$ cat src/assert_macros.svh
// Assertion macros shared by the RTL. Each use samples on the rising edge of clk and is
// switched off while rst is high.
`ifndef ASSERT_MACROS_SVH
`define ASSERT_MACROS_SVH
`ifndef SYNTHESIS
`define ASSERT_CLK(label, prop, msg) \
  label: assert property (@(posedge clk) disable iff (rst) (prop)) else $error(msg);
`define ASSERT_NEVER(label, expr, msg) \
  label: assert property (@(posedge clk) disable iff (rst) !(expr)) else $error(msg);
`else
`define ASSERT_CLK(label, prop, msg)
`define ASSERT_NEVER(label, expr, msg)
`endif
`endif

$ cat src/tbsg_pkg.sv
package tbsg_pkg;

  localparam int NUM_AXES = 3;
  localparam int FIELD_W  = 20;
  localparam int ACC_W    = 21;
  localparam int REASON_W = 4;
  localparam int QUEUED_W = 6;

  localparam logic [2:0] FUNC_PUSH      = 3'd0;
  localparam logic [2:0] FUNC_TICK      = 3'd1;
  localparam logic [2:0] FUNC_CLEAR     = 3'd2;
  localparam logic [2:0] FUNC_ESTOP     = 3'd3;
  localparam logic [2:0] FUNC_CLR_FAULT = 3'd4;

  typedef enum logic [2:0] {
    OP_PUSH,
    OP_TICK,
    OP_CLEAR,
    OP_ESTOP,
    OP_CLR_FAULT,
    OP_STATUS
  } op_t;

  typedef enum logic {
    BK_IDLE,
    BK_EXEC
  } bk_state_t;

  typedef struct packed {
    op_t                               op;
    logic [NUM_AXES-1:0][FIELD_W-1:0]  delta;
    logic [FIELD_W-1:0]                duration;
    logic [REASON_W-1:0]               reason;
    logic                              shape_ok;
  } cmd_t;

  typedef struct packed {
    logic                 accepted;
    logic [NUM_AXES-1:0]  step;
    logic [NUM_AXES-1:0]  dir;
    logic                 busy;
    logic                 fault;
    logic [REASON_W-1:0]  fault_code;
    logic [QUEUED_W-1:0]  queued;
  } res_t;

  // Magnitude of a two's complement count; the most negative value maps to 2^19.
  function automatic logic [FIELD_W-1:0] mag_of(input logic [FIELD_W-1:0] raw);
    return raw[FIELD_W-1] ? (~raw + FIELD_W'(1)) : raw;
  endfunction

endpackage

$ cat src/tbsg_front.sv
module tbsg_front (
  input  logic                clk,
  input  logic                rst,
  input  logic                push,
  output logic                full,
  input  logic [2:0]          func,
  input  logic [19:0]         delta_first,
  input  logic [19:0]         delta_second,
  input  logic [19:0]         delta_third,
  input  logic [19:0]         duration_ticks,
  input  logic [3:0]          stop_reason,
  output logic                cmd_valid,
  output tbsg_pkg::cmd_t      cmd,
  input  logic                cmd_pop
);
  import tbsg_pkg::*;

  cmd_t       cls;
  cmd_t       slot [2];
  logic       wr_sel;
  logic       rd_sel;
  logic [1:0] cnt;
  logic       take;

  // Decode the command and check the frame shape ahead of the executor.
  always_comb begin
    unique case (func)
      FUNC_PUSH:      cls.op = OP_PUSH;
      FUNC_TICK:      cls.op = OP_TICK;
      FUNC_CLEAR:     cls.op = OP_CLEAR;
      FUNC_ESTOP:     cls.op = OP_ESTOP;
      FUNC_CLR_FAULT: cls.op = OP_CLR_FAULT;
      default:        cls.op = OP_STATUS;
    endcase
    cls.delta[0] = delta_first;
    cls.delta[1] = delta_second;
    cls.delta[2] = delta_third;
    cls.duration = duration_ticks;
    cls.reason   = stop_reason;
    cls.shape_ok = (duration_ticks != '0) &&
                   (mag_of(delta_first)  <= duration_ticks) &&
                   (mag_of(delta_second) <= duration_ticks) &&
                   (mag_of(delta_third)  <= duration_ticks);
  end

  assign full      = (cnt == 2'd2);
  assign take      = push && !full;
  assign cmd_valid = (cnt != 2'd0);
  assign cmd       = slot[rd_sel];

  always_ff @(posedge clk) begin
    if (take) begin
      slot[wr_sel] <= cls;
    end
  end

  always_ff @(posedge clk) begin
    if (rst) begin
      wr_sel <= 1'b0;
      rd_sel <= 1'b0;
      cnt    <= 2'd0;
    end else begin
      if (take) begin
        wr_sel <= ~wr_sel;
      end
      if (cmd_pop) begin
        rd_sel <= ~rd_sel;
      end
      cnt <= cnt + 2'(take) - 2'(cmd_pop);
    end
  end

endmodule

$ cat config.mk
export PLATFORM = sky130hd
export DESIGN_NAME = tbsg_front
export DESIGN_NICKNAME = d
export VERILOG_FILES = /design/src/assert_macros.svh /design/src/tbsg_pkg.sv /design/src/tbsg_front.sv
export SDC_FILE = /design/constraint.sdc
export NUM_CORES = 1
export LEC_CHECK = 0
export ABC_AREA = 1
export ABC_CLOCK_PERIOD_IN_PS = 8700
export BUFFER_PORTS_ARGS = -buffer_cell sky130_fd_sc_hd__buf_4
export CORE_ASPECT_RATIO = 2
export CORE_MARGIN = 5
export CORE_UTILIZATION = 24
export DETAILED_ROUTE_END_ITERATION = 10
export GPL_ROUTABILITY_DRIVEN = 0
export PLACE_DENSITY = 0.4
export SLEW_MARGIN = 30
export SYNTH_ARGS = -nofsm -noshare
export SYNTH_HDL_FRONTEND = slang
export SYNTH_SLANG_ARGS = --single-unit
$ cat constraint.sdc
create_clock -name clk -period 8.7 [get_ports clk]
set_clock_uncertainty 0.1 [all_clocks]
set_input_delay 0.435 -clock clk [delete_from_list [all_inputs] [get_ports clk]]
set_output_delay 0.435 -clock clk [all_outputs]
set_load 0.02 [all_outputs]
# Yosys cells after proc, flatten, opt, wreduce, memory -nomap -nowiden
# Memories as Yosys holds them, arrays and structs flattened. A register that Yosys moved wholly into a read port is not among the register bits.
# Index checks and enable logic that the tools add are counted.
[word_totals]
ram_bits = 176
register_bits = 4
word_cells = 38
inputBits = 91
out_inout_bits = 90
memories = 1
[memory_table]
columns = ["memory", "words", "width", "read_ports", "rd_ports_with_merged_regs", "wr", "line", "source"]
rows = [
  ["slot", 2, 88, 1, 1, 1, "tbsg_front.sv:19", "cmd_t slot [2];"],
]
[op_classes]
n_reduce_logical = 8
order_cmp = 3
bitwise = 5
n_mux = 8
addsub = 5
eq_ne = 5
[op_table]
columns = ["op", "count"]
rows = [
  ["20-bit by 1-bit adder with 20-bit output (second input constant)", 3],
  ["20-bit <= comparator", 3],
  ["20-bit two-way mux", 3],
  ["20-bit inverter", 3],
  ["20-bit nonzero test", 1],
  ["3-bit one-hot mux with 5 select lines", 1],
  ["3-bit by 2-bit == test with 1-bit output (second input constant)", 2],
  ["1-bit logical AND", 4],
  ["1-bit two-way mux", 4],
  ["3-bit by 1-bit == test with 1-bit output (second input constant)", 1],
  ["3-bit == test (second input constant)", 1],
  ["3-bit zero test", 1],
  ["2-bit by 1-bit adder with 2-bit output", 1],
  ["2-bit == test (second input constant)", 1],
  ["1-bit inverter", 2],
  ["2-bit nonzero test", 1],
  ["2-bit by 1-bit subtractor with 2-bit output", 1],
  ["1-bit zero test", 1],
]

# Depth between registers and ports, before layout
# Gate-level depths: netlist of run 1.
[logic_depth]
ltp_word = 7
mapped_depth = 19
depth_no_buf = 19

# Worst setup path after synthesis of run 1
# No wires, ideal clock.
[synth_timing]
path_kind = "input -> register"
start = "input port push"
end = "memory slot[1][0] (netlist name), enable pin"
path_stages = 2
setup_time_ns = 0.537
n_path_buf = 0
slack_ns = 3.756
arrival_ns = 4.307
path_cell_list = "o21ai_0 -> nor2_1"
[synth_between]
elab_chain_len = 3
[synth_rtl]
columns = ["item", "line", "source"]
rows = [
  ["from (decl)", "tbsg_front.sv:4", "input logic push,"],
  ["1-bit logical AND", "tbsg_front.sv:47", "assign take = push && !full;"],
  ["1-bit two-way mux", "tbsg_front.sv:52", "if (take) begin"],
  ["1-bit two-way mux (not written as such)", "tbsg_front.sv:53", "slot[wr_sel] <= cls;"],
  ["to (decl)", "tbsg_front.sv:19", ""],
]
# Every way passes these cells.

==> results.rst, run 1 <==
.. list-table::
   :header-rows: 1

   * - Metric
     - Value
   * - Area share of the largest cell type after synthesis
     - 55.5%
   * - Placed Cells
     - 1491
   * - CTS tree
     - yes
   * - Clock buffer count from CTS
     - 17
   * - Average wire per standard cell
     - 18.1 um
   * - Clock Root Buffer
     - sky130_fd_sc_hd__clkbuf_16
   * - Launching point of the worst reg2reg path
     - cnt[0]$_SDFF_PP0_
   * - Number of buffers on the longest clock path
     - 2
   * - Number of buffer cells added on primary ports
     - 180
   * - Dominant cell type by area after synthesis
     - sky130_fd_sc_hd__edfxtp_1
   * - Ant diodes
     - 0
   * - Min cycle time layout
     - 3.08 ns
   * - Pin count of the biggest net entering global routing
     - 52
   * - Result of the run
     - complete, no violations
   * - Final worst setup slack
     - approximately 5.6 ns
   * - Nets
     - 1141
   * - Global-route wire length before repair
     - about 40 mm
   * - # clock sinks
     - around 180
   * - RSZ-0062 raised after global routing
     - false
   * - Worst Setup Start Kind
     - flop
   * - Fraction of final layout cells with drive strength greater than 1
     - 33.2%
   * - Die extent in x
     - between 150 and 200 um
   * - Number of endpoints with negative hold slack in the final report
     - 0
   * - Endpoint arrival time on the critical path
     - 2.55 ns
   * - Worst setup slack after placement
     - between 5 and 6 ns
   * - Reg-to-reg endpoint
     - slot[1][39]$_DFFE_PP_
   * - Routed vias
     - 6402
   * - Post-route non-filler standard cell count
     - 1523
   * - GRT Resource Usage Total
     - approximately an eighth
   * - Number of nets with antenna violations after routing
     - 0
   * - Hold Crit Depth
     - 1
   * - Type of the most critical hold path
     - input port to flop
   * - Cts repair resizes
     - 0
   * - Measured slew at the worst slew-check pin
     - slightly below 0.9 ns
   * - Final setup violation count
     - 0
   * - Post-synthesis average cell area
     - 12.0 um^2
   * - Mapped cell area
     - 9510 um^2
   * - Worst-case headroom to the max-slew limit
     - 41.6%
   * - Sum Neg Setup Slack
     - 0 ns
   * - Post-CTS setup-driven buffer insertion count
     - 0
   * - Synthesis-to-layout area growth
     - 27.7%
   * - Crit path capture type
     - primary output
   * - Hold buffer count at cts
     - 0
   * - Sequential area share after synthesis
     - 56.6%
   * - Maximum clock frequency
     - about 320 MHz
   * - Total wirelength of the detailed-routed design
     - 27.6 mm
   * - Critical Setup Path Class
     - flop to primary output
   * - Data required time of the critical path
     - 8.17 ns
   * - Total global routing overflow
     - 0
   * - Commonest non-fill, non-tap cells in the layout
     - 185 x sky130_fd_sc_hd__buf_4, 176 x sky130_fd_sc_hd__edfxtp_1, 132 x sky130_fd_sc_hd__nand2_1
   * - Number of violations reported at the end of detailed-routing iteration 0
     - ~170
   * - Standard cell core area
     - 39300 um^2
   * - Antenna violations before repair
     - 0
   * - Number of instances in the synthesized netlist
     - ~800
   * - Std cell rows
     - 103
   * - Crit path capture
     - cmd[38]
   * - Number of remaining DRC errors
     - 0
   * - Net count after synthesis
     - between 900 and 1000
   * - CTS clk-pin slew, worst paths
     - 0.08 ns
   * - Fill cell total of the finished layout
     - 4069
   * - Leading cell types by total area after synthesis
     - sky130_fd_sc_hd__edfxtp_1 56%, sky130_fd_sc_hd__mux2_2 10%, sky130_fd_sc_hd__ha_1 8.5%
   * - Number of global-route vias before repair
     - slightly below 7000
   * - Worst-case vdd ir drop
     - about 0.00014 V
   * - Max-cap violations
     - 0
   * - HPWL after detailed placement
     - 21.1 mm
   * - Crit share post-route
     - 35.4%
   * - Final number of max-transition violations
     - 0
   * - Pwr Density
     - 203 nW/um^2
   * - Highest fanout seen on the critical path
     - 46
   * - Logic depth of the worst register-to-register path
     - 4
   * - Starting density of the core
     - 24.2%
   * - Drt via density
     - roughly 4.2
   * - Area enclosed by the die boundary
     - around 44000 um^2
   * - Core utilization of the finished layout
     - 30.9%
   * - Number of search-and-repair iterations in the first detailed-routing pass
     - 6
   * - Most common cell after layout, fill and taps aside
     - sky130_fd_sc_hd__buf_4
   * - Leakage power figure
     - roughly 5.0 nW
   * - Source-to-sink clock delay at the later pin of the worst-skew pair
     - about 0.45 ns
   * - R2R Setup Slk
     - 6.05 ns
   * - Count of different cell masters after synthesis
     - 40
   * - Synthesis Warnings
     - 0
   * - Number of storage elements in the synthesis netlist
     - 181
   * - Number of levels the H-tree was split into
     - 4
   * - Total I/O pin count
     - 181
   * - Die height
     - about 290 um
==> cells in the mapped netlist, drive strengths merged <==
library cell	instances
a31oi	2
nor3b	2
nor4	5
nand3b	1
clkbuf	3
o31ai	2
mux2	88
a21oi	28
xor2	32
buf	11
o211ai	1
a21boi	2
o21ai	15
nand4	10
or2	2
nand3	23
xnor2	15
edfxtp	176
a21o	7
nor3	11
o41ai	1
nand2	134
dfxtp	5
clkinv	1
inv	80
nor2	73
ha	65
==> kinds of logic after synthesis <==
kind of cell | synth area share, %
multiplexers | 10.4
buffers and inverters | 3.92
adder cells (fa/ha/maj) | 8.55
flip-flops | 56.6
AO/OA/AOI/OAI | 3.73
XOR/XNOR | 4.33
AND/OR/NAND/NOR | 12.5
==> metrics by stage <==
stage | hold slack, ns | instance area (um^2) | total power, mW
3_3_place_gp | 0.403 | 11500 | 1.66
6_report | 0.0660 | 12100 | 2.46
4_1_cts | 0.0272 | 12100 | 2.53
5_1_grt | 0.0278 | 12100 | 2.60
2_1_floorplan | 0.380 | 9510 | 1.42
3_5_place_dp | 0.413 | 11500 | 1.66
==> worst max-delay path: stages, from the launching register on <==
cell                      delay, ns
sky130_fd_sc_hd__dfxtp_4       0.76
sky130_fd_sc_hd__buf_4         0.69
sky130_fd_sc_hd__mux2_2        0.43
sky130_fd_sc_hd__buf_4         0.16
==> layer usage <==
layer / global-route usage (%) / vias to the layer above / routed length, um
met5: 0 / - / 0
met4: 4.69 / 0 / 652
met3: 2.39 / 25 / 932
met2: 25.6 / 116 / 16400
met1: 12.1 / 3095 / 9590
li1: - / 3166 / -
==> registers in the layout, summed over array words and instances, names as in the netlist, named ones only <==
| name | count |
|---|---|
| cnt | 2 |
| rd_sel | 1 |
| slot | 176 |
| wr_sel | 1 |
==> power by group <==
group | switching, mW | internal (mW)
Sequential | 0.0247 | 1.05
Combinational | 0.317 | 0.223
Clock | 0.377 | 0.467
Total | 0.719 | 1.74
==> how the worst min path moves through the flow <==
stage | from | end
after global placement | rd_sel$_SDFFE_PP0P_ | rd_sel$_SDFFE_PP0P_
final | stop_reason[1] | slot[1][2]$_DFFE_PP_
after floorplan | rd_sel$_SDFFE_PP0P_ | flop
after CTS | stop_reason[1] | slot[0][2]$_DFFE_PP_
after detailed placement | rd_sel$_SDFFE_PP0P_ | rd_sel$_SDFFE_PP0P_
after global routing | stop_reason[2] | slot[0][3]$_DFFE_PP_
==> final cells by class <==
class                           count  area, um^2  share of cell area (%)
Sequential cell                   181        5390                    44.4
Multi-Input combinational cell    519        3770                    31.0
Timing Repair Buffer              185        1390                    11.4
Tap cell                          525         657                    5.41
Clock buffer                       17         425                    3.50
Inverter                           81         304                    2.50
Clock inverter                     15         214                    1.76
(Power assumes the default switching activity.)
==> inputs of run 2 (changes only) <==
--- a/config.mk
+++ b/config.mk
@@ -6,14 +6,14 @@
 export NUM_CORES = 1
 export LEC_CHECK = 0
 export ABC_AREA = 1
-export ABC_CLOCK_PERIOD_IN_PS = 8700
+export ABC_CLOCK_PERIOD_IN_PS = 2600
 export BUFFER_PORTS_ARGS = -buffer_cell sky130_fd_sc_hd__buf_4
 export CORE_ASPECT_RATIO = 2
 export CORE_MARGIN = 5
 export CORE_UTILIZATION = 24
 export DETAILED_ROUTE_END_ITERATION = 10
 export GPL_ROUTABILITY_DRIVEN = 0
-export PLACE_DENSITY = 0.4
+export PLACE_DENSITY = 0.41
 export SLEW_MARGIN = 30
 export SYNTH_ARGS = -nofsm -noshare
 export SYNTH_HDL_FRONTEND = slang
==> constraint.sdc (replaced) <==
create_clock -name clk -period 2.6 [get_ports clk]
set_clock_uncertainty 0.1 [all_clocks]
set_input_delay 0.13 -clock clk [delete_from_list [all_inputs] [get_ports clk]]
set_output_delay 0.13 -clock clk [all_outputs]
set_load 0.02 [all_outputs]
==> run 2 against run 1 <==
Combinational power increased to 3.9 times the previous value. Hold slack lost 0.0039 ns. Utilization up 3.9 points. Critical path depth rose by 15. Final cell count increased by 10%. Non-clock buffer count increased by 155. Largest cell class unchanged.
==> results.rst, run 2 (synthesis gave the netlist of run 1 again) <==
.. list-table::
   :header-rows: 1

   * - Metric
     - Value
   * - Fraction of final layout cells with drive strength greater than 1
     - 36.1%
   * - Final number of max-transition violations
     - 0
   * - Seq pwr share
     - a little over two fifths
   * - Worst setup slack after placement
     - -0.240 ns
   * - Total internal power
     - 5.94 mW
   * - Crit share post-route
     - 95.3%
   * - Clock buffer count from CTS
     - 17
   * - Number of endpoints with negative hold slack in the final report
     - 0
   * - HPWL after detailed placement
     - 22.8 mm
   * - Die extent in x
     - 151 um
   * - Average wire per standard cell
     - 17.5 um
   * - Area enclosed by the die boundary
     - ~44000 um^2
   * - Commonest non-fill, non-tap cells in the layout
     - 242 x sky130_fd_sc_hd__buf_4, 176 x sky130_fd_sc_hd__edfxtp_1, 128 x sky130_fd_sc_hd__nand2_1
   * - # clock sinks
     - 181
   * - Crit path capture type
     - flop
   * - Min cycle time layout
     - 2.48 ns
   * - Ant diodes
     - 0
   * - Slowest stage cell on the critical path
     - sky130_fd_sc_hd__dlygate4sd3_1
   * - Number of buffer cells added on primary ports
     - 180
   * - Final setup violation count
     - 0
   * - Part of the power in the clock network
     - roughly a third
   * - Result of the run
     - complete, no violations
   * - Family with the most delay on the worst path
     - simple AND/OR/NAND/NOR gates
   * - Top register by number of flip-flops
     - slot
   * - Most common cell after layout, fill and taps aside
     - sky130_fd_sc_hd__buf_4
   * - Starting density of the core
     - 24.2%
   * - Pin count of the biggest net entering global routing
     - 48
   * - Final Hold Slack
     - between 0.06 and 0.07 ns
   * - Number of search-and-repair iterations in the first detailed-routing pass
     - 6
   * - Buffers plus inverters on the worst setup path
     - 2
   * - Routed vias
     - 7048
   * - Max-cap violations
     - 0
   * - Cells along the critical path
     - dlygate4sd3_1, buf_4, nor2_1, nand3_1, o21ai_2, nand2_1, nand2_1, nand2_1, ha_1, nand2_1, nor2_2, nand2_2, nor2_2, o21ai_0, nand3_1, nand2_1, nand2_1, nor2_1
   * - Number of global-route vias before repair
     - 7647
   * - Number of nets with antenna violations after routing
     - 0
   * - GRT Resource Usage Total
     - 13.6%
   * - CTS tree
     - yes
   * - Std cell rows
     - about 100
   * - Clock Root Buffer
     - sky130_fd_sc_hd__clkbuf_16
   * - Net Switching
     - 2.50 mW
   * - Data required time of the critical path
     - 2.72 ns
   * - Worst-case headroom to the max-slew limit
     - between 50% and 60%
   * - CTS clk-pin slew, worst paths
     - 0.08 ns
   * - Leakage power figure
     - around 5.7 nW
   * - Switching fraction of total power
     - approximately 30%
   * - Source-to-sink clock delay at the later pin of the worst-skew pair
     - 0.46 ns
   * - Post-CTS setup-driven buffer insertion count
     - 0
   * - Number of remaining DRC errors
     - 0
   * - Total wirelength of the detailed-routed design
     - 29.4 mm
   * - Maximum clock frequency
     - 404 MHz
   * - Total I/O pin count
     - 181
   * - Highest fanout seen on the critical path
     - 6
   * - Most Frequent Cell on Critical Path
     - sky130_fd_sc_hd__nand2_1
   * - Number of buffers on the longest clock path
     - 2
   * - Total global routing overflow
     - 0
   * - Drt via density
     - 4.20
   * - Synthesis-to-layout area growth
     - 43.9%
   * - Flip-flop count of the largest register after layout
     - approximately 180
   * - Measured slew at the worst slew-check pin
     - ~0.7 ns
   * - Post-layout instance area
     - 13700 um^2
   * - Number of levels the H-tree was split into
     - 4
   * - Antenna violations before repair
     - 0
   * - Post-place instance area
     - 12100 um^2
   * - Standard cell core area
     - 39300 um^2
   * - Nets
     - 1296
   * - Largest stage delay, worst path
     - roughly 0.54 ns
   * - Worst Setup Start Kind
     - input port
   * - Final worst setup slack
     - 0.123 ns
   * - Fill cell total of the finished layout
     - 3986
   * - Pwr Density
     - 617 nW/um^2
   * - Largest regs
     - slot x176, cnt x2
   * - Number of violations reported at the end of detailed-routing iteration 0
     - around 250
   * - Endpoint arrival time on the critical path
     - about 2.6 ns
   * - Type of the most critical hold path
     - input port to flop
   * - Sum Neg Setup Slack
     - 0 ns
   * - Global-route wire length before repair
     - 43.3 mm
   * - Worst-case vdd ir drop
     - 0.000485 V
   * - Critical Setup Path Class
     - input port to flop
   * - Portion of total power attributed to combinational logic
     - 25.1%
   * - Die height
     - 292 um
run 2: cell types whose count changed in the layout (fill, tap and decap cells not counted), sizes merged:
cell         change
bufinv           -1
clkinvlp         +1
clkinv           -1
clkbuf           +1
dlygate4sd3     +90
buf             +65
run 2: cell type report:
type	count	area [um^2]	share of cell area [%]
Sequential cell	181	5390	39.4
Multi-Input combinational cell	519	3850	28.2
Timing Repair Buffer	340	2870	21.0
Tap cell	525	657	4.80
Clock buffer	18	429	3.13
Inverter	81	304	2.22
Clock inverter	14	186	1.36
run 2: path summary, 6_finish.rpt:
path | cells past startpoint | slack (ns) | start | endpoint
max reg2reg | 5 | 0.68 | cnt[1]$_SDFF_PP0_ | slot[1][80]$_DFFE_PP_
min | 2 | 0.06 | delta_second[19] | slot[0][64]$_DFFE_PP_
min reg2reg | 2 | 0.42 | rd_sel$_SDFFE_PP0P_ | rd_sel$_SDFFE_PP0P_
max | 18 | 0.12 | delta_first[12] | slot[0][0]$_DFFE_PP_
run 2: routing by layer:
layer | wire length (um) | vias up | part of all wire (%) | global-route usage, %
met2 | 18100 | 123 | 61 | 28.4
met1 | 9630 | 3421 | 33 | 12.0
met4 | 820 | 0 | 2.8 | 5.25
li1 | - | 3471 | - | -
met3 | 888 | 33 | 3.0 | 2.55
met5 | 0 | - | 0 | 0
run 2: power by group through the flow:
stage | clock network [mW] | registers (mW) | logic [mW]
after floorplan | 0 | 3.65 | 1.08
after global placement | 0 | 3.64 | 2.05
after detailed placement | 0 | 3.65 | 2.06
after CTS | 2.86 | 3.58 | 2.17
after global routing | 2.97 | 3.60 | 2.33
final | 2.75 | 3.58 | 2.12
run 2: what timing repair did:
| action | 4_1_cts | 5_1_grt |
|---|---|---|
| setup endpoints to repair | 0 | 2 |
| resized for setup | 0 | 28 |
| endpoints found under the hold margin | 176 | 0 |
| hold buffers | 90 | 0 |
run 2: through the flow:
stage	utilization [%]	power, mW	instances
2_1_floorplan	-	4.73	795
3_3_place_gp	30.7	5.69	1556
3_5_place_dp	30.7	5.70	1556
4_1_cts	34.6	8.61	1678
5_1_grt	34.8	8.90	1678
6_report	34.8	8.44	1678
run 2: worst reg2reg max path, delay by kind of cell, from the launching register on:
kind	cells	cell delay, ns
compound gates	1	0.07
buf+inv	3	0.53
flops	1	0.34
simple gates	1	0.54
