[config.mk]
export PLATFORM = sky130hd
export DESIGN_NAME = tbsg_res_fifo
export DESIGN_NICKNAME = d
export VERILOG_FILES = /design/src/assert_macros.svh /design/src/tbsg_pkg.sv /design/src/tbsg_res_fifo.sv
export SDC_FILE = /design/constraint.sdc
export NUM_CORES = 1
export LEC_CHECK = 0
export BUFFER_PORTS_ARGS = -buffer_cell sky130_fd_sc_hd__buf_2
export CAP_MARGIN = 10
export CORE_MARGIN = 1
export CORE_UTILIZATION = 50
export DETAILED_ROUTE_END_ITERATION = 10
export GPL_TIMING_DRIVEN = 0
export MAX_ROUTING_LAYER = met4
export PLACE_DENSITY = 0.77
export SYNTH_ARGS = -nofsm -noshare
export SYNTH_HDL_FRONTEND = slang
export SYNTH_SLANG_ARGS = --single-unit
[constraint.sdc]
create_clock -name clk -period 1.95 [get_ports clk]
set_input_delay 0.195 -clock clk [delete_from_list [all_inputs] [get_ports clk]]
set_output_delay 0.195 -clock clk [all_outputs]
set_load 0.01 [all_outputs]
[src/assert_macros.svh]
// Assertion macros shared by the RTL. Each use samples on the rising edge of clk and is
// switched off while rst is high.
`ifndef ASSERT_MACROS_SVH
`define ASSERT_MACROS_SVH
`ifndef SYNTHESIS
`define ASSERT_CLK(label, prop, msg) \
  label: assert property (@(posedge clk) disable iff (rst) (prop)) else $error(msg);
`define ASSERT_NEVER(label, expr, msg) \
  label: assert property (@(posedge clk) disable iff (rst) !(expr)) else $error(msg);
`else
`define ASSERT_CLK(label, prop, msg)
`define ASSERT_NEVER(label, expr, msg)
`endif
`endif

[src/tbsg_pkg.sv]
package tbsg_pkg;

  localparam int NUM_AXES = 3;
  localparam int FIELD_W  = 20;
  localparam int ACC_W    = 21;
  localparam int REASON_W = 4;
  localparam int QUEUED_W = 6;

  localparam logic [2:0] FUNC_PUSH      = 3'd0;
  localparam logic [2:0] FUNC_TICK      = 3'd1;
  localparam logic [2:0] FUNC_CLEAR     = 3'd2;
  localparam logic [2:0] FUNC_ESTOP     = 3'd3;
  localparam logic [2:0] FUNC_CLR_FAULT = 3'd4;

  typedef enum logic [2:0] {
    OP_PUSH,
    OP_TICK,
    OP_CLEAR,
    OP_ESTOP,
    OP_CLR_FAULT,
    OP_STATUS
  } op_t;

  typedef enum logic {
    BK_IDLE,
    BK_EXEC
  } bk_state_t;

  typedef struct packed {
    op_t                               op;
    logic [NUM_AXES-1:0][FIELD_W-1:0]  delta;
    logic [FIELD_W-1:0]                duration;
    logic [REASON_W-1:0]               reason;
    logic                              shape_ok;
  } cmd_t;

  typedef struct packed {
    logic                 accepted;
    logic [NUM_AXES-1:0]  step;
    logic [NUM_AXES-1:0]  dir;
    logic                 busy;
    logic                 fault;
    logic [REASON_W-1:0]  fault_code;
    logic [QUEUED_W-1:0]  queued;
  } res_t;

  // Magnitude of a two's complement count; the most negative value maps to 2^19.
  function automatic logic [FIELD_W-1:0] mag_of(input logic [FIELD_W-1:0] raw);
    return raw[FIELD_W-1] ? (~raw + FIELD_W'(1)) : raw;
  endfunction

endpackage

[src/tbsg_res_fifo.sv]
module tbsg_res_fifo (
  input  logic            clk,
  input  logic            rst,
  input  logic            wr,
  output logic            wr_full,
  input  tbsg_pkg::res_t  wr_data,
  output logic            empty,
  input  logic            pop,
  output tbsg_pkg::res_t  rd_data
);
  import tbsg_pkg::*;

  res_t       slot [2];
  logic       wr_sel;
  logic       rd_sel;
  logic [1:0] cnt;
  logic       take;
  logic       give;

  assign wr_full = (cnt == 2'd2);
  assign empty   = (cnt == 2'd0);
  assign take    = wr && !wr_full;
  assign give    = pop && !empty;
  assign rd_data = slot[rd_sel];

  always_ff @(posedge clk) begin
    if (take) begin
      slot[wr_sel] <= wr_data;
    end
  end

  always_ff @(posedge clk) begin
    if (rst) begin
      wr_sel <= 1'b0;
      rd_sel <= 1'b0;
      cnt    <= 2'd0;
    end else begin
      if (take) begin
        wr_sel <= ~wr_sel;
      end
      if (give) begin
        rd_sel <= ~rd_sel;
      end
      cnt <= cnt + 2'(take) - 2'(give);
    end
  end

endmodule

=== After elaboration in Yosys (flattened, before gate mapping) ===
Memories as Yosys holds them, arrays and structs flattened. A register that Yosys moved wholly into a read port is not among the register bits.
Cells that the tools add are included.

* Eq/ne operators: 1
* Order comparisons: 0
* Shift operators: 0
* Muxes and demuxes: 4
* Reductions and logical operators: 5
* Add/subtract/negate cells: 2
* Bitwise operators: 2
* Div/mod/pow operators: 0
* $mul: 0

{| class="wikitable"
|+ Operators with widths
! operator !! number
|-
| $mux 1 || 4
|-
| $add 2x1->2 || 1
|-
| $eq 2x2->1 const B || 1
|-
| $logic_and 1x1->1 || 2
|-
| $logic_not 1->1 || 2
|-
| $logic_not 2->1 || 1
|-
| $not 1->1 || 2
|-
| $sub 2x1->2 || 1
|}

* Output and inout bits: 21
* Flip-flop bits (word level): 4
* Memory bits (writable): 38
* Word-level logic and storage cells: 18
* Bits of input ports: 23
* Memories kept: 1
* ROM bits: 0
* Bits in latches: 0

{| class="wikitable"
|+ Memories
! name !! words !! bits a word !! read ports !! clocked after Yosys merged registers in !! wr ports !! line !! text
|-
| slot || 2 || 19 || 1 || 1 || 1 || tbsg_res_fifo.sv:13 || <nowiki>res_t slot [2];</nowiki>
|}

=== Depth between registers and ports, before layout ===
Gate-level depths: netlist of the first run.

* Word-level depth: 5
* Depth in mapped cells: 8
* Gate-level depth less buffers: 8

=== Worst setup path before layout of the first run ===
Ideal clock, no wire load.

* Path kind: flip-flop to flip-flop
* Start: register cnt[0]
* End: memory slot[0][0] (netlist name) (enable)
* Cell stages (with the launch flop): 5
* Library setup time: 0.374 ns
* Clock period less this slack: 1.626 ns
* Data arrival time: 1.252 ns
* Setup slack: 0.324 ns
* Buffers on the path: 0
* Path through: dfxtp_1 > nand2b_2 > inv_2 > or3_1 > inv_1

* Cells in the longest elaborated chain, start to end: 5

{| class="wikitable"
|+ Ends and longest elaborated chain
! element !! line !! text
|-
| from (decl) || tbsg_res_fifo.sv:16 || <nowiki>logic [1:0] cnt;</nowiki>
|-
| from (signal assigned) || tbsg_res_fifo.sv:44 || <nowiki>cnt <= cnt + 2'(take) - 2'(give);</nowiki>
|-
| $eq 2x2->1 || tbsg_res_fifo.sv:20 || <nowiki>assign wr_full = (cnt == 2'd2);</nowiki>
|-
| net wr_full || tbsg_res_fifo.sv:5 || <nowiki>output logic wr_full,</nowiki>
|-
| $logic_not 1->1 || tbsg_res_fifo.sv:22 || <nowiki>assign take = wr && !wr_full;</nowiki>
|-
| $logic_and 1x1->1 || tbsg_res_fifo.sv:22 ||
|-
| $mux 1 || tbsg_res_fifo.sv:27 || <nowiki>if (take) begin</nowiki>
|-
| $mux 1 (implied by the code) || tbsg_res_fifo.sv:28 || <nowiki>slot[wr_sel] <= wr_data;</nowiki>
|-
| to (decl) || tbsg_res_fifo.sv:13 ||
|}

The timed path passes the listed nets, and every way through them passes these cells.

==> results.md, run 1 <==
* Port bufs at 43
* Number of iterations in the first detailed-routing pass at 4
* Vertical extent of the die at 58.6 um
* Pin count of the biggest net entering global routing at 20
* Result of the run: complete, no violations
* Length in cells of the worst reg-to-reg path at 4
* Peak per-stage delay on the critical path at 360 ps
* Die Footprint at 3440 um2
* Destination of the worst register-to-register timing path: slot[0][7]
* Via density per instance at 4.72
* Part of the Yosys area used for sequential elements at 77.4%
* Crit. End Element: output port
* Boundary pin count at 44
* Total Power at 2.33 mW
* Post-Syn Instances at 86
* Number of rows in the core area at 20
* Antenna-violating nets left at 0
* Leakage power summed over all cells at 0.754 nW
* Most common cell type on the critical path: buf_2
* Critical hold path startpoint: wr_data[2]
* Final-stage net count at 161
* Number of max-slew violations in the final report at 0
* Synth Flop Type: edfxtp_1
* Maximum Capacitance Violations at 0
* Post-CTS clock slew at the launch and capture registers of the worst setup and hold paths at 110 ps
* Fraction of layout cells with a size suffix above 1 at 43.1%
* Accumulated negative setup slack at 0 ps
* Post-layout minimum cycle time at 1850 ps
* Clock insertion delay at the later pin of the skew report at 340 ps
* Wire length of the first global-routing pass at 3.88 mm
* Final Skew at 3.02 ps
* Worst path buffer plus inverter count at 3
* Placer's final routability congestion estimate at 0.640
* Post-CTS Repair Setup Buffers at 0
* Flip-flop and latch count after synthesis at 43
* Initial Utilization at 52.5%
* Total number of vias at 854
* IR Drop Worst-Case VDD at 0.860 mV
* Launching point of the worst reg2reg path: cnt[0]
* CTS Buffer Depth at 2
* Part of the cycle the worst path needs at 94.8%
* Die width at 58.6 um
* Syn Nets at 111
* Global-route usage over all layers at 16.9%
* Number of cells in the design after placement at 173
* Total DRC errors in the routed layout at 0
* Count of hold buffers inserted by post-cts repair at 0
* Final design area excluding fillers at 1930 um2
* P&R area growth vs syn at 20.1%
* Sinks on Clock Net at 43
* Mean instance size in the synthesized netlist at 18.6 um2
* Setup repair after global routing missed its margin: false
* FMAX at 541 MHz
* Critical-path cell list: buf_2 -> buf_4 -> mux2_1 -> buf_2
* Half-perimeter wire length after detailed placement at 1.67 mm
* Total grt overflow at 0
* Cell Pwr Density at 1210 nW/um2
* Number of DRC markers after the initial detailed-route iteration at 35
* Antenna violations before repair at 0
* Clock buffers created by TritonCTS at 5
* Antenna Diode Count at 0
* Worst setup path class: flop to output port
* Max stage delay cell, worst path: mux2_1
* Final hold violation count at 0
* WL per Instance at 13.7 um
* HP Class: primary input to flop
* Capture endpoint of the worst hold path: slot[1][2]
* Worst hold path stage count at 1
* Ys Warns at 0
* Clock tree from TritonCTS: done
* Via count of the first global-routing pass at 872
* Number of flops mapped to enable cells by yosys at 38
* Area post-placement at 1870 um2
* Post-Syn Area at 1600 um2
* Standard cell core area at 3050 um2
* Clock root cell: clkbuf_4
* FF-to-FF setup slack at 300 ps
* Required time of the critical path at 1750 ps
* Number of endpoints failing setup at the final stage at 0
* Finished Layout Cells at 181
* CP Data Arrival Time at 1650 ps
* Unique cell type count in the Yosys netlist at 22
* Share of synthesized registers carrying an async set or reset at 0%
* CP delay by family, top: buffers and inverters
* Worst Setup Start Kind: flop
* CP Max Fanout at 10
* Worst-margin pin slew at 472 ps
* Detailed Route WL at 2.49 mm
* CTS HTree Levels at 2
* Rel. slew slack at 68.5%
## logic make-up after synthesis
kind of cell             share of synthesized area, %
flip-flops                                       77.4
multiplexers                                     13.3
AND/OR/NAND/NOR                                  3.67
buffers and inverters                            1.72
AO/OA/AOI/OAI                                    1.17
XOR/XNOR                                         1.09
adder cells (fa/ha/maj)                          1.56
## cells in the mapped netlist, types with 2 or more instances
cell type  instances  area [um2]
mux2_2             4        45.0
ha_1               2        25.0
edfxtp_1          38        1140
nor2_1             4        15.0
inv_1              3        11.3
dfxtp_1            5         100
mux2_1            15         169
## final cells by class
cell class | count | area [um2]
clock buffer | 6 | 41.3
clock inverter | 2 | 7.51
buffer | 2 | 12.5
inverter | 4 | 18.8
timing repair buffer | 43 | 215
tap | 44 | 55.1
fill | 244 | 1130
multi-input combinational | 37 | 334
sequential | 43 | 1240
## worst reg2reg max path, stage by stage, from the launching register on
cell and delay [ps]:
dfxtp_1 400, nand2b_2 170, inv_2 40, or3_1 370, clkinvlp_4 350
## worst max path at each step
stage | start | to | slack [ps] | cells past startpoint
finish | flop | rd_data[13] | 100 | 4
CTS | cnt[0] | slot[0][16] | 30 | 4
global route | flop | rd_data[13] | 0.2 | 4
detailed placement | cnt[0] | slot[0][16] | 50 | 4
floorplan | cnt[0] | slot[0][0] | 320 | 4
global placement | cnt[0] | slot[0][16] | 150 | 4
## sequential cells by signal (all words and copies together) (netlist names), named ones only
signal / flops
cnt: 2
rd_sel: 1
wr_sel: 1
slot: 38
## layer usage
layer	wire (um)	up-vias	GRT usage [%]
met3	165	8	8.13
met1	1040	392	18.0
met5	0	-	-
li1	-	423	-
met4	46	0	6.12
met2	1230	31	27.6
## placed cells by master, fill, tap and decap left out
master      count
and3_2          1
ha_1            2
and2_1          1
clkinvlp_4      1
nor2_1          4
xnor2_1         1
nor2b_1         1
buf_4           1
inv_2           1
nand2b_2        1
or3_1           1
o21ai_0         1
inv_1           2
nand2_1         1
xor2_1          1
dfxtp_1         5
a21oi_1         1
clkinv_1        2
clkbuf_1        1
buf_2          44
nor3_1          1
mux2_2          4
mux2_1         15
clkbuf_4        5
o21a_2          1
edfxtp_1       38
## power by group
group | leakage (nW) | internal [mW] | switching (mW) | total (mW)
Sequential | 0.396 | 1.18 | 0.0545 | 1.23
Combinational | 0.330 | 0.322 | 0.388 | 0.710
Clock | 0.0273 | 0.134 | 0.255 | 0.389
## through the flow
step | utilization [%] | worst slack [ps] | hold WS, ps
4_1_cts | 63.0 | 31.0 | 25.0
5_1_grt | 63.1 | 0.154 | 6.60
2_1_floorplan | - | 324 | 264
3_5_place_dp | 61.4 | 54.8 | 387
6_report | 63.1 | 101 | 35.3
3_3_place_gp | 61.4 | 148 | 383
## repair_timing
action | 4_1_cts | 5_1_grt
hold endpoints to repair | 0 | 0
endpoints found under the setup margin | 0 | 19
gates resized for setup | 0 | 1
Power figures use the tool's default switching activity.
==> run 2: changes to the inputs <==
CORE_UTILIZATION = 45   (was 50)
PLACE_DENSITY = 0.73   (was 0.77)
clock period = 1.5 ns   (was 1.95 ns; I/O delays follow)
==> results.md, run 2 (synthesis results as in run 1) <==
* Leakage power summed over all cells at 1.03 nW (was 0.754 nW)
* Most common library cell in the layout ignoring fill and taps: edfxtp_1 (was buf_2)
* Total DRC errors in the routed layout at 0 (unchanged)
* Die Footprint at 3800 um2 (was 3440 um2)
* Clock tree from TritonCTS: done (unchanged)
* Switching share of total power at 25.9% (was 29.9%)
* Setup repair after global routing missed its margin: true (was false)
* CTS HTree Levels at 2 (unchanged)
* Final hold violation count at 0 (unchanged)
* Final-stage net count at 188 (was 161)
* Boundary pin count at 44 (unchanged)
* Clock root cell: clkbuf_4 (unchanged)
* Antenna-violating nets left at 0 (unchanged)
* Standard cell core area at 3360 um2 (was 3050 um2)
* Vertical extent of the die at 61.7 um (was 58.6 um)
* Port bufs at 43 (unchanged)
* Largest register FFs at 38 (unchanged)
* Antenna violations before repair at 0 (unchanged)
* Total Power at 4.23 mW (was 2.33 mW)
* Total number of vias at 976 (was 854)
* Failing checks: negative setup slack
* Clock insertion delay at the later pin of the skew report at 340 ps (about the same)
* Worst setup path class: flop to output port (unchanged)
* Final core utilization at 75.8% (was 63.1%)
* Detailed Route WL at 2.97 mm (was 2.49 mm)
* FMAX at 656 MHz
* HP Class: primary input to flop (unchanged)
* Worst Setup Start Kind: flop (unchanged)
* Number of endpoints failing setup at the final stage at 19 (was 0)
* Global-route usage over all layers at 17.2% (was 16.9%)
* Placer's final routability congestion estimate at 0.631 (was 0.640)
* WL per Instance at 14.2 um (was 13.7 um)
* CTS Buffer Depth at 2 (unchanged)
* Half-perimeter wire length after detailed placement at 1.60 mm (was 1.67 mm)
* Accumulated negative setup slack at -307 ps (was 0 ps)
* Post-layout minimum cycle time at 1530 ps
* Result of the run: complete, but fails checks (was complete, no violations)
* Initial Utilization at 47.7% (was 52.5%)
* Antenna Diode Count at 0 (unchanged)
* Via count of the first global-routing pass at 1005 (was 872)
* Sinks on Clock Net at 43 (unchanged)
* Via density per instance at 4.65 (was 4.72)
* Fraction of layout cells with a size suffix above 1 at 56.1% (was 43.1%)
* Number of iterations in the first detailed-routing pass at 4 (unchanged)
* Top Registers: slot (38), cnt (2) (unchanged)
* Die width at 61.7 um (was 58.6 um)
* CP Data Arrival Time at 1380 ps (was 1650 ps)
* Clock buffers created by TritonCTS at 5 (unchanged)
* CP Max Fanout at 5 (was 10)
* Post-CTS clock slew at the launch and capture registers of the worst setup and hold paths at 120 ps (was 110 ps)
* Clock group share of total power at 20.5% (was 16.7%)
* Commonest cells after routing, fill and taps aside: 38 x edfxtp_1, 24 x buf_2, 23 x buf_6, 19 x mux2_4, 19 x dlygate4sd3_1 (was 44 x buf_2, 38 x edfxtp_1, 15 x mux2_1, 5 x dfxtp_1, 5 x clkbuf_4)
* Power spent charging and discharging nets at 1.10 mW (was 0.698 mW)
* Number of rows in the core area at 21 (was 20)
* Wire length of the first global-routing pass at 4.25 mm (was 3.88 mm)
* Final Skew at 7.12 ps (was 3.02 ps)
* Worst-margin pin slew at 464 ps (was 472 ps)
* Required time of the critical path at 1350 ps (was 1750 ps)
* Crit. End Element: output port (unchanged)
* Maximum Capacitance Violations at 0 (unchanged)
* Number of max-slew violations in the final report at 0 (unchanged)
* Int Pwr at 3.14 mW (was 1.64 mW)
* Total grt overflow at 0 (unchanged)
* Part of the cycle the worst path needs at 102%
* Cell Pwr Density at 1660 nW/um2 (was 1210 nW/um2)
* Rel. slew slack at 69.1% (was 68.5%)
* IR Drop Worst-Case VDD at 1.10 mV (was 0.860 mV)
* Reg power frac at 38.6% (was 52.9%)
* Largest register by flop count: slot (unchanged)
* Number of DRC markers after the initial detailed-route iteration at 23 (was 35)
* Fraction of power consumed by combinational cells at 40.9% (was 30.5%)
* Post-placement setup slack at -124 ps (was 54.8 ps)
* Final setup slack of the worst path at -25.3 ps (was 101 ps)
* P&R area growth vs syn at 59.0% (was 20.1%)
* Pin count of the biggest net entering global routing at 20 (unchanged)
run 2: cell count changes in the layout (fill, tap and decap cells not counted), sizes merged:
cell,before,now
buf,45,53
bufinv,0,2
clkinv,2,0
dlygate4sd3,0,19
run 2: timing repair:
item / in CTS / in global routing
pin swaps: 6 / 3
endpoints found under the hold margin: 37 / 0
gates cloned: 1 / 0
resized for setup: 57 / 3
hold buffers: 19 / 0
endpoints found under the setup margin: 39 / 39
buffers inserted: 7 / 0
run 2: final timing paths:
path              startpoint     endpoint  slack, ps  cells after the start
setup / recovery        flop  rd_data[14]        -30                      4
hold / removal           rst       cnt[0]         20                      2
hold reg to reg       wr_sel       wr_sel        500                      2
setup reg to reg      cnt[0]       cnt[1]          0                      7
run 2: layout make-up:
class | count | area, um2
inverters | 4 | 18.8
multi-input cells | 37 | 454
flip-flops and latches | 43 | 1250
clock inverters | 2 | 60.1
repair buffers | 70 | 641
clock buffers | 6 | 41.3
fillers | 238 | 815
well taps | 46 | 57.6
plain buffers | 2 | 26.3
run 2: layer usage:
layer / global-route usage (%) / up-vias / wire length (um)
met5: - / - / 0
met4: 6.67 / 0 / 31
met3: 4.62 / 4 / 132
met2: 32.0 / 32 / 1640
met1: 16.7 / 465 / 1170
li1: - / 475 / -
run 2: critical path, cell delays in order, from the launching register on:
cell and delay, ps:
dfxtp_2 340, buf_6 140, buf_8 130, mux2_4 300
buf_6 120
run 2: per-stage QoR:
| step | instances | hold slack, ps | instance area, um2 |
|---|---|---|---|
| 2_1_floorplan | 86 | 219 | 1610 |
| 3_3_place_gp | 175 | 337 | 1880 |
| 3_5_place_dp | 175 | 342 | 1880 |
| 4_1_cts | 210 | 3.30 | 2540 |
| 5_1_grt | 210 | 14.0 | 2550 |
| 6_report | 210 | 17.5 | 2550 |
run 2: power groups by stage:
stage / combinational [mW] / sequential, mW / clock [mW]
finish: 1.73 / 1.64 / 0.867
global route: 1.86 / 1.65 / 0.917
CTS: 1.72 / 1.63 / 0.895
detailed placement: 0.918 / 1.62 / 0
global placement: 0.893 / 1.61 / 0
floorplan: 0.601 / 1.60 / 0
==> run 3: changes to the inputs <==
CORE_UTILIZATION = 54   (was 45)
PLACE_DENSITY = 0.82   (was 0.73)
clock period = 1.8 ns   (was 1.5 ns; I/O delays follow)
==> results.md, run 3 (synthesis results as in run 1) <==
* Die width at 56.5 um (was 61.7 um)
* Cell Pwr Density at 1320 nW/um2 (was 1660 nW/um2)
* Largest register by flop count: slot (unchanged)
* Final core utilization at 69.6% (was 75.8%)
* Post-CTS clock slew at the launch and capture registers of the worst setup and hold paths at 110 ps (was 120 ps)
* Top Registers: slot (38), cnt (2) (unchanged)
* Number of iterations in the first detailed-routing pass at 4 (unchanged)
* CP Data Arrival Time at 1520 ps (was 1380 ps)
* Leakage power summed over all cells at 0.764 nW (was 1.03 nW)
* Via density per instance at 5.13 (was 4.65)
* Post-layout minimum cycle time at 1700 ps
* Total number of vias at 867 (was 976)
* CP Max Fanout at 10 (was 5)
* Total DRC errors in the routed layout at 0 (unchanged)
* Vertical extent of the die at 56.5 um (was 61.7 um)
* Worst setup path class: flop to output port (unchanged)
* Required time of the critical path at 1620 ps (was 1350 ps)
* Worst Setup Start Kind: flop (unchanged)
* P&R area growth vs syn at 20.8% (was 59.0%)
* CTS HTree Levels at 2 (unchanged)
* Final-stage net count at 162 (was 188)
* Antenna-violating nets left at 0 (unchanged)
* Port bufs at 43 (unchanged)
* Initial Utilization at 57.6% (was 47.7%)
* Accumulated negative setup slack at 0 ps (was -307 ps)
* Crit. End Element: output port (unchanged)
* Post-CTS Repair Setup Buffers at 0 (was 7)
* Final setup slack of the worst path at 104 ps (was -25.3 ps)
* Half-perimeter wire length after detailed placement at 1.66 mm (was 1.60 mm)
* Antenna violations before repair at 0 (unchanged)
* Wire length of the first global-routing pass at 3.79 mm (was 4.25 mm)
* WL per Instance at 14.1 um (was 14.2 um)
* Detailed Route WL at 2.38 mm (was 2.97 mm)
* Boundary pin count at 44 (unchanged)
* Number of rows in the core area at 19 (was 21)
* Worst-margin pin slew at 466 ps (was 464 ps)
* Number of max-slew violations in the final report at 0 (unchanged)
* Final hold violation count at 0 (unchanged)
* FMAX at 589 MHz
* Antenna Diode Count at 0 (unchanged)
* Result of the run: complete, no violations (was complete, but fails checks)
* Fillers at 206 (was 238)
* Commonest cells after routing, fill and taps aside: 43 x buf_2, 38 x edfxtp_1, 15 x mux2_1, 6 x clkbuf_4, 5 x dfxtp_1 (was 38 x edfxtp_1, 24 x buf_2, 23 x buf_6, 19 x mux2_4, 19 x dlygate4sd3_1)
* Rel. slew slack at 68.9% (was 69.1%)
* Number of cells in the design after placement at 160 (was 175)
* Clock root cell: clkbuf_4 (unchanged)
* Placer's final routability congestion estimate at 0.619 (was 0.631)
* Global-route usage over all layers at 17.3% (was 17.2%)
* Total grt overflow at 0 (unchanged)
* Via count of the first global-routing pass at 852 (was 1005)
* Setup repair after global routing missed its margin: false (was true)
* HP Class: primary input to flop (unchanged)
* Standard cell core area at 2780 um2 (was 3360 um2)
* Pin count of the biggest net entering global routing at 20 (unchanged)
* Largest register FFs at 38 (unchanged)
* Sinks on Clock Net at 43 (unchanged)
* Final Skew at 7.68 ps (was 7.12 ps)
* Number of endpoints failing setup at the final stage at 0 (was 19)
* Number of DRC markers after the initial detailed-route iteration at 18 (was 23)
* Most common library cell in the layout ignoring fill and taps: buf_2 (was edfxtp_1)
* Fraction of layout cells with a size suffix above 1 at 43.5% (was 56.1%)
* IR Drop Worst-Case VDD at 0.969 mV (was 1.10 mV)
* Die Footprint at 3190 um2 (was 3800 um2)
* Part of the cycle the worst path needs at 94.2%
* Post-placement setup slack at -48.7 ps (was -124 ps)
* Clock buffers created by TritonCTS at 5 (unchanged)
* CTS Buffer Depth at 2 (unchanged)
* Finished Layout Cells at 169 (was 210)
* Clock insertion delay at the later pin of the skew report at 340 ps (about the same)
* Clock tree from TritonCTS: done (unchanged)
* Maximum Capacitance Violations at 0 (unchanged)
[run 3: cell count changes in the layout (fill, tap and decap cells not counted), moves of 4 or more]
| cell | change |
|---|---|
| buf_6 | -22 |
| buf_2 | +19 |
| mux2_4 | -19 |
| dlygate4sd3_1 | -18 |
| mux2_1 | +15 |
| mux2_2 | +4 |
[run 3: timing repair]
action,in CTS,in global routing
hold buffers,0,1
endpoints found under the hold margin,0,2
gates resized for setup,2,1
endpoints found under the setup margin,26,10
[run 3: worst max-delay path, stage by stage, from the launching register on]
cell	delay [ps]
dfxtp_1	320
clkbuf_4	200
buf_6	170
mux2_1	330
buf_2	140
[run 3: cell type report]
class | instances | area [um2] | share of cell area, %
Buffer | 2 | 18.8 | 0.970
Clock buffer | 7 | 55.1 | 2.84
Clock inverter | 1 | 3.75 | 0.194
Inverter | 4 | 18.8 | 0.970
Multi-Input combinational cell | 37 | 334 | 17.3
Sequential cell | 43 | 1240 | 64.1
Tap cell | 31 | 38.8 | 2.00
Timing Repair Buffer | 44 | 225 | 11.6
[run 3: power breakdown]
group / internal [mW] / total [mW] / switching, mW
Combinational: 0.357 / 0.761 / 0.404
Clock: 0.187 / 0.459 / 0.271
Sequential: 1.28 / 1.33 / 0.0547
Total: 1.82 / 2.55 / 0.730
[run 3: final timing paths]
check,slack (ps),start,endpoint,cells after the start
worst max-delay path,100,flop,rd_data[9],4
worst min-delay path,20,wr_data[16],slot[0][16],1
worst max register to register,190,cnt[1],cnt[1],7
worst min register to register,510,wr_sel,wr_sel,2
[run 3: stage by stage]
step / hold slack [ps] / total power, mW / area [um2]
after floorplan: 249 / 1.83 / 1600
after detailed placement: 371 / 2.12 / 1860
after global routing: 0.782 / 2.70 / 1940
after global placement: 368 / 2.07 / 1860
final: 24.4 / 2.55 / 1940
after CTS: 1.96 / 2.58 / 1920
[run 3: per-layer routing]
metal / track usage, % / routed length (um)
met1: 17.8 / 953
met2: 28.9 / 1240
met3: 5.99 / 136
met4: 9.41 / 51
met5: - / 0
